--- config.mk ---
export PLATFORM = sky130hd
export DESIGN_NAME = pwm_compare_limiter
export DESIGN_NICKNAME = d
export VERILOG_FILES = /design/src/design/pcl_pkg.sv /design/src/design/pcl_table.sv /design/src/design/pcl_calc.sv /design/src/design/pwm_compare_limiter.sv
export SDC_FILE = /design/constraint.sdc
export NUM_CORES = 2
export LEC_CHECK = 0
export BUFFER_PORTS_ARGS = -buffer_cell sky130_fd_sc_hd__buf_4
export CAP_MARGIN = 20
export CORE_ASPECT_RATIO = 0.75
export CORE_MARGIN = 2
export CORE_UTILIZATION = 50
export DETAILED_ROUTE_END_ITERATION = 6
export GPL_TIMING_DRIVEN = 0
export PLACE_DENSITY = 0.63
export SYNTH_ARGS = -nofsm -noshare
export SYNTH_HDL_FRONTEND = slang
export SYNTH_SLANG_ARGS = --single-unit
--- constraint.sdc ---
create_clock -name clk -period 17 [get_ports clk]
set_clock_uncertainty 0.1 [all_clocks]
set_input_delay 5.1 -clock clk [delete_from_list [all_inputs] [get_ports clk]]
set_output_delay 5.1 -clock clk [all_outputs]
set_load 0.05 [all_outputs]
--- src/design/pcl_pkg.sv ---
package pcl_pkg;

  // Field widths fixed by the item format
  localparam int CH_W    = 4;
  localparam int SUB_W   = 2;
  localparam int VAL_W   = 16;
  localparam int GEN_W   = 2;
  localparam int PCT_W   = 7;
  localparam int SCALE_W = 24;
  localparam int SCALE_SHIFT = 23;

  // Default channel count, full-scale percentage
  localparam int PCL_NUM_CHANNELS = 16;
  localparam int PCT_FULL = 100;

  typedef enum logic [1:0] {
    ACT_SET_THRESH = 2'd0,
    ACT_SET_LOAD   = 2'd1,
    ACT_RAW_CMP    = 2'd2,
    ACT_PCT_CMP    = 2'd3
  } pcl_action_t;

  typedef struct packed {
    pcl_action_t        action;
    logic [CH_W-1:0]    channel;
    logic [SUB_W-1:0]   sub_channel;
    logic [VAL_W-1:0]   value;
    logic [VAL_W-1:0]   value_high;
  } pcl_in_t;

  typedef struct packed {
    logic               write_valid;
    logic               module_sel;
    logic [GEN_W-1:0]   generator_sel;
    logic               target_b;
    logic [VAL_W-1:0]   compare_out;
    logic               error_flag;
  } pcl_out_t;

  // Table write request from the top level to the channel table
  typedef struct packed {
    logic               wr_thresh;
    logic               wr_load;
    logic [CH_W-1:0]    channel;
    logic [VAL_W-1:0]   value;
    logic [VAL_W-1:0]   value_high;
  } pcl_tbl_wr_t;

  // Per-channel limits read back from the table
  typedef struct packed {
    logic [VAL_W-1:0]   low;
    logic [VAL_W-1:0]   high;
    logic [VAL_W-1:0]   load;
  } pcl_limits_t;

  // Scale factors ceil(p * 2^23 / 100) for p = 0..100, packed entry p at [p*24 +: 24].
  // floor(x * factor >> 23) equals floor(x * p / 100) for any 16-bit x.
  function automatic logic [(PCT_FULL+1)*SCALE_W-1:0] build_scale();
    logic [(PCT_FULL+1)*SCALE_W-1:0] tbl;
    longint                          num;
    tbl = '0;
    for (int p = 0; p <= PCT_FULL; p++) begin
      num = (longint'(p) << SCALE_SHIFT) + longint'(PCT_FULL - 1);
      tbl[p*SCALE_W +: SCALE_W] = SCALE_W'(num / PCT_FULL);
    end
    return tbl;
  endfunction

  localparam logic [(PCT_FULL+1)*SCALE_W-1:0] PCT_SCALE_TBL = build_scale();

endpackage

--- src/design/pcl_table.sv ---
module pcl_table
  import pcl_pkg::*;
#(
  parameter int NUM_CHANNELS = PCL_NUM_CHANNELS
) (
  input  logic              clk,
  input  logic              rst_n,
  input  pcl_tbl_wr_t       wr,
  input  logic [CH_W-1:0]   rd_channel,
  output pcl_limits_t       rd_limits
);

  // Only channels reachable by the 4-bit channel field get storage
  localparam int DEPTH = (NUM_CHANNELS < (1 << CH_W)) ? NUM_CHANNELS : (1 << CH_W);
  localparam int IDX_W = (DEPTH > 1) ? $clog2(DEPTH) : 1;

  logic [VAL_W-1:0] low_r  [DEPTH];
  logic [VAL_W-1:0] high_r [DEPTH];
  logic [VAL_W-1:0] load_r [DEPTH];

  logic             wr_in_range;
  logic             rd_in_range;
  logic [IDX_W-1:0] wr_idx;
  logic [IDX_W-1:0] rd_idx;

  assign wr_in_range = {3'b000, wr.channel} < 7'(NUM_CHANNELS);
  assign rd_in_range = {3'b000, rd_channel} < 7'(NUM_CHANNELS);
  assign wr_idx      = wr.channel[IDX_W-1:0];
  assign rd_idx      = rd_channel[IDX_W-1:0];

  // Threshold and load storage, cleared at reset
  always_ff @(posedge clk) begin
    if (!rst_n) begin
      for (int i = 0; i < DEPTH; i++) begin
        low_r[i]  <= '0;
        high_r[i] <= '0;
        load_r[i] <= '0;
      end
    end else if (wr_in_range) begin
      if (wr.wr_thresh) begin
        low_r[wr_idx]  <= wr.value;
        high_r[wr_idx] <= wr.value_high;
      end
      if (wr.wr_load) begin
        load_r[wr_idx] <= wr.value;
      end
    end
  end

  // Out-of-range channels read as all zeros
  always_comb begin
    if (rd_in_range) begin
      rd_limits.low  = low_r[rd_idx];
      rd_limits.high = high_r[rd_idx];
      rd_limits.load = load_r[rd_idx];
    end else begin
      rd_limits = '0;
    end
  end

endmodule

--- src/design/pcl_calc.sv ---
module pcl_calc
  import pcl_pkg::*;
(
  input  pcl_in_t      item,
  input  pcl_limits_t  lim,
  output pcl_out_t     res
);

  logic                     is_cmp;
  logic                     raw_err;
  logic [VAL_W-1:0]         raw_val;
  logic                     pct_over;
  logic [PCT_W-1:0]         pct;
  logic                     hi_set;
  logic [VAL_W-1:0]         diff;
  logic [VAL_W-1:0]         base;
  logic [SCALE_W-1:0]       scale;
  logic [VAL_W+SCALE_W-1:0] prod;
  logic [VAL_W-1:0]         frac;
  logic [VAL_W-1:0]         pct_val;

  assign is_cmp = (item.action == ACT_RAW_CMP) || (item.action == ACT_PCT_CMP);
  assign hi_set = lim.high != '0;

  // Raw clamp: high (when set), then low, then load
  always_comb begin
    raw_val = item.value;
    raw_err = 1'b0;
    if (hi_set && (item.value > lim.high)) begin
      raw_val = lim.high;
      raw_err = 1'b1;
    end else if (item.value < lim.low) begin
      raw_val = lim.low;
      raw_err = 1'b1;
    end else if (item.value > lim.load) begin
      raw_val = lim.load;
      raw_err = 1'b1;
    end
  end

  // Percentage saturation
  assign pct_over = item.value > VAL_W'(PCT_FULL);
  assign pct      = pct_over ? PCT_W'(PCT_FULL) : item.value[PCT_W-1:0];

  // Window width, zero when low is above high
  assign diff = (lim.high > lim.low) ? (lim.high - lim.low) : '0;
  assign base = hi_set ? diff : lim.load;

  // base * pct / 100 through the reciprocal table, one multiply
  assign scale   = PCT_SCALE_TBL[pct*SCALE_W +: SCALE_W];
  assign prod    = (VAL_W+SCALE_W)'(base) * (VAL_W+SCALE_W)'(scale);
  assign frac    = prod[SCALE_SHIFT +: VAL_W];
  assign pct_val = hi_set ? (lim.low + frac) : frac;

  // Set actions give an all-zero result
  always_comb begin
    res = '0;
    if (is_cmp) begin
      res.write_valid   = 1'b1;
      res.module_sel    = item.channel[CH_W-1];
      res.generator_sel = item.channel[GEN_W:1];
      res.target_b      = item.sub_channel[0];
      if (item.action == ACT_RAW_CMP) begin
        res.compare_out = raw_val;
        res.error_flag  = raw_err;
      end else begin
        res.compare_out = pct_val;
        res.error_flag  = pct_over;
      end
    end
  end

endmodule

--- src/design/pwm_compare_limiter.sv ---
// Channel   Direction  Ports                          Payload
// in        input      in_valid, in_stall, in_item    pcl_in_t
// out       output     out_valid, out_stall, out_item pcl_out_t
//
// One item per cycle while the output is not stalled; each item gives exactly one result,
// which passes through the input register, then the result register.
// Table writes and reads both happen from the input register, so a compare right after
// a set sees the new thresholds.
// Synchronous active-low reset empties both stages and zeroes every channel table.
// A stalled output holds both stages; in_stall rises only while the input register is full.
module pwm_compare_limiter
  import pcl_pkg::*;
#(
  parameter int NUM_CHANNELS = PCL_NUM_CHANNELS
) (
  input  logic     clk,
  input  logic     rst_n,
  input  logic     in_valid,
  output logic     in_stall,
  input  pcl_in_t  in_item,
  output logic     out_valid,
  input  logic     out_stall,
  output pcl_out_t out_item
);

  logic        in_valid_r;
  pcl_in_t     in_item_r;
  logic        out_valid_r;
  pcl_out_t    out_item_r;
  logic        advance;
  pcl_tbl_wr_t tbl_wr;
  pcl_limits_t limits;
  pcl_out_t    result;

  // Pipeline moves when the result register is free or being taken
  assign advance  = !out_valid_r || !out_stall;
  assign in_stall = in_valid_r && !advance;

  // Table update as the item leaves the input register
  always_comb begin
    tbl_wr            = '0;
    tbl_wr.channel    = in_item_r.channel;
    tbl_wr.value      = in_item_r.value;
    tbl_wr.value_high = in_item_r.value_high;
    if (in_valid_r && advance) begin
      tbl_wr.wr_thresh = in_item_r.action == ACT_SET_THRESH;
      tbl_wr.wr_load   = in_item_r.action == ACT_SET_LOAD;
    end
  end

  pcl_table #(
    .NUM_CHANNELS(NUM_CHANNELS)
  ) u_table (
    .clk        (clk),
    .rst_n      (rst_n),
    .wr         (tbl_wr),
    .rd_channel (in_item_r.channel),
    .rd_limits  (limits)
  );

  pcl_calc u_calc (
    .item (in_item_r),
    .lim  (limits),
    .res  (result)
  );

  // Input register
  always_ff @(posedge clk) begin
    if (!rst_n) begin
      in_valid_r <= 1'b0;
    end else if (!in_stall) begin
      in_valid_r <= in_valid;
    end
  end

  always_ff @(posedge clk) begin
    if (in_valid && !in_stall) begin
      in_item_r <= in_item;
    end
  end

  // Result register
  always_ff @(posedge clk) begin
    if (!rst_n) begin
      out_valid_r <= 1'b0;
    end else if (advance) begin
      out_valid_r <= in_valid_r;
    end
  end

  always_ff @(posedge clk) begin
    if (advance && in_valid_r) begin
      out_item_r <= result;
    end
  end

  assign out_valid = out_valid_r;
  assign out_item  = out_item_r;

endmodule

==> results.yml <==
timing:
  post-route-min-period_ns: 16.47
  hold_violations: 0
  relSlewSlack: 0.192
  fin_crit_sh: 0.969
  finalSetupViolCount: 0
  fmax_ghz: 0.0607
  setup_ws_ns: 0.533
  rsz0062_at_grt: "false"
  maxSlewViolCount: 0
  tightest_slew_ns: 1.21
synthesis:
  synth_edf_count: 829
  yosys.area.top_type: "edfxtp_1"
  syn-num-nets: 5128
  yosys_warnings: 0
  seq_area_frac_synth: 0.461
  netlist.area_leader.share: 0.459
  syn_area_um2: 54200
  synth_top_cells_by_area: "edfxtp_1, fa_1, mux4_2"
  avgSynthCellArea_um2: 11.8
  ys_types: 84
  synth_cells: 4580
  ys_ff_latch: 835
  async_reset_ff_frac: 0
  ys.flop_type: "edfxtp_1"
layout:
  nets: 5358
  instances_no_fill: 6318
  fill_cells: 9083
  final_cell_mix: "edfxtp_1, and2_1, inv_1"
  seq_area_um2: 25000
  utilization: 0.566
  drive_above_1_share: 0.131
  syn2layout_area_growth_pct: 12.2
  final_common_cell: "edfxtp_1"
  multi_input_area_um2: 26500
worst_setup_path:
  r2r_start: "in_item_r[29]$_DFFE_PP_"
  path_class: "reg2reg"
  regToRegSetupSlack_ns: 0.53
  cp_max_fo: 10
  cp_slowest_cell: "edfxtp_1"
  cp.required_ns: 17.29
  reg2regPathDepth: 49
  cpPeakStageDelay_ns: 0.84
  startpoint_type: "flip-flop"
  cp.arrival_ns: 16.76
  crit_path_end_kind: "flip-flop"
  r2r-end: "out_item[16]$_SDFFCE_PN0P_"
  cp_common_cell: "fa_1"
placement:
  gp_congestion: 1.01
  dp_hpwl_um: 137000
  place_ws_ns: -1.83
  placedCellCount: 6146
  port_buffers: 66
hold_path:
  worstHoldEndpoint: "out_valid$_SDFFE_PN0N_"
  hold_path.class: "reg2reg"
  hold_start: "in_valid_r$_SDFFE_PN0N_"
  whs_path_depth: 2
clock_network:
  cts_buffer_depth: 3
  cts_tree: "done"
  clkTransAtPathRegs_ns: 0.07
  ctsHoldBuffers: 0
  insertion_delay_ns: 0.70
  cts_num_sinks: 835
  cts_root_buf: "clkbuf_16"
  htree_levels: 3
  cts_buffers: 85
routing:
  vias: 39700
  routed_wl_um: 188000
  drt-initial-drc-count: 6036
  drcViolationCount: 6
  post_drt_wl_per_cell_um: 29.7
  antenna_left: 0
  viasPerCell: 6.29
  drt_first_pass_iters: 7
power:
  power_mw: 5.62
  p_leak_nw: 23.8
  powerDensity_nw_per_um2: 92.3
  ir_worst_vdd_mv: 0.0947
outcome:
  violations: "design-rule violations"
  status: "finished, violations left"
die:
  fp.dieH_um: 289
  dieArea_um2: 111000
  start_util: 0.505
  rows: 104
  core_area_um2: 107000
  io_pins: 68
  die_w_um: 384
global_routing:
  grt_max_degree: 33
  antenna_found_initial: 4
  grt_pass1_wl_um: 271000
  overflow: 0
  grt_pass1_vias: 38500
  gr-usage-all-layers: 0.342
run:
  drv_cap: 0
## cells in the mapped netlist (7+ instances only)
library cell and number:
buf_1 32, nor3_1 204, o31a_1 7, mux2i_1 37, buf_2 24, nand4_1 14
o21ai_0 143, nand3_1 27, mux4_2 209, nand2b_1 32, xor2_1 10, edfxtp_1 829
a22oi_1 34, o221ai_1 8, o31ai_1 15, inv_1 437, a221oi_1 8, nor2b_1 25
xnor2_1 27, a31oi_1 17, a21oi_1 121, o211ai_1 18, fa_1 306, buf_6 7
o22ai_1 8, or3_1 12, mux2_2 18, a211oi_1 39, nor2_1 215, nand2_1 362
clkbuf_1 288, o21a_1 19, nor4_1 63, and2_1 615, ha_1 198, and3_1 12
a21o_1 28
## registers in the layout, indices dropped and copies added (netlist names), named ones only
register        count
in_valid_r          1
u_table.low_r     256
u_table.high_r    256
in_item_r          39
u_table.load_r    256
out_item           22
out_valid           1
## area by class of cell
cell class | count | share of cell area
clock inverter | 42 | 0.00691
inverter | 442 | 0.0273
antenna | 5 | 0.000206
tap | 1431 | 0.0294
sequential | 835 | 0.411
multi-input combinational | 2950 | 0.435
clock buffer | 117 | 0.0389
buffer | 347 | 0.0242
timing repair buffer | 149 | 0.0275
## repair_timing
item                                   4_1_cts  5_1_grt
buffers inserted                             1        4
gates cloned                                 0        0
gates resized for setup                     35       46
setup endpoints to repair                   13        5
pin swaps                                    1        2
endpoints found under the hold margin        0        0
## how the worst max path moves through the flow
stage,from,endpoint,slack (ns),depth (start not counted)
6_report,in_item_r[29]$_DFFE_PP_,out_item[16]$_SDFFCE_PN0P_,0.53,49
5_1_grt,in_item_r[29]$_DFFE_PP_,out_item[15]$_SDFFCE_PN0P_,0.03,53
4_1_cts,flip-flop,out_item[16]$_SDFFCE_PN0P_,0.16,59
3_5_place_dp,flip-flop,out_item[16]$_SDFFCE_PN0P_,-1.83,58
3_3_place_gp,flip-flop,out_item[16]$_SDFFCE_PN0P_,-2.44,57
2_1_floorplan,flip-flop,out_item[16]$_SDFFCE_PN0P_,3.35,57
## per-stage QoR
| stage | instance area [um^2] | hold WS [ns] | TNS, ns |
|---|---|---|---|
| 5_1_grt | 60900 | 0.440 | 0 |
| 4_1_cts | 60700 | 0.431 | 0 |
| 6_report | 60900 | 0.413 | 0 |
| 3_3_place_gp | 56500 | 0.374 | -21.03 |
| 2_1_floorplan | 54200 | 0.366 | 0 |
| 3_5_place_dp | 57800 | 0.415 | -11.76 |
## report_power, final
| group | switching [mW] | total (mW) | internal (mW) |
|---|---|---|---|
| clock network | 0.855 | 1.90 | 1.05 |
| logic | 0.884 | 1.33 | 0.442 |
| registers | 0.0429 | 2.39 | 2.35 |
| total | 1.78 | 5.62 | 3.84 |
## critical path: cells and delay by family (launching register included)
family          cells  cell delay [ns]
flops               1             0.84
xor+xnor            1             0.10
buf+inv             9             2.27
simple gates       14             4.42
fa+ha+maj           9             3.87
compound gates     16             4.53
## metal layers
metal / share of wire / global-route usage
met4: 0.025 / 0.0822
met1: 0.41 / 0.516
met5: 0 / 0
met2: 0.41 / 0.475
met3: 0.15 / 0.114
## kinds of logic (layout without fill, tap and decap cells)
logic type / after synthesis / count (layout) / synth area share
other cells: 0 / 5 / 0
fa+ha+maj: 504 / 504 / 0.159
compound gates: 546 / 546 / 0.0669
simple gates: 1599 / 1599 / 0.153
flops: 835 / 835 / 0.461
xor+xnor: 37 / 37 / 0.00597
buf+inv: 795 / 1097 / 0.0567
mux: 264 / 264 / 0.0973
Note: power is estimated with default switching activity, not from simulation.
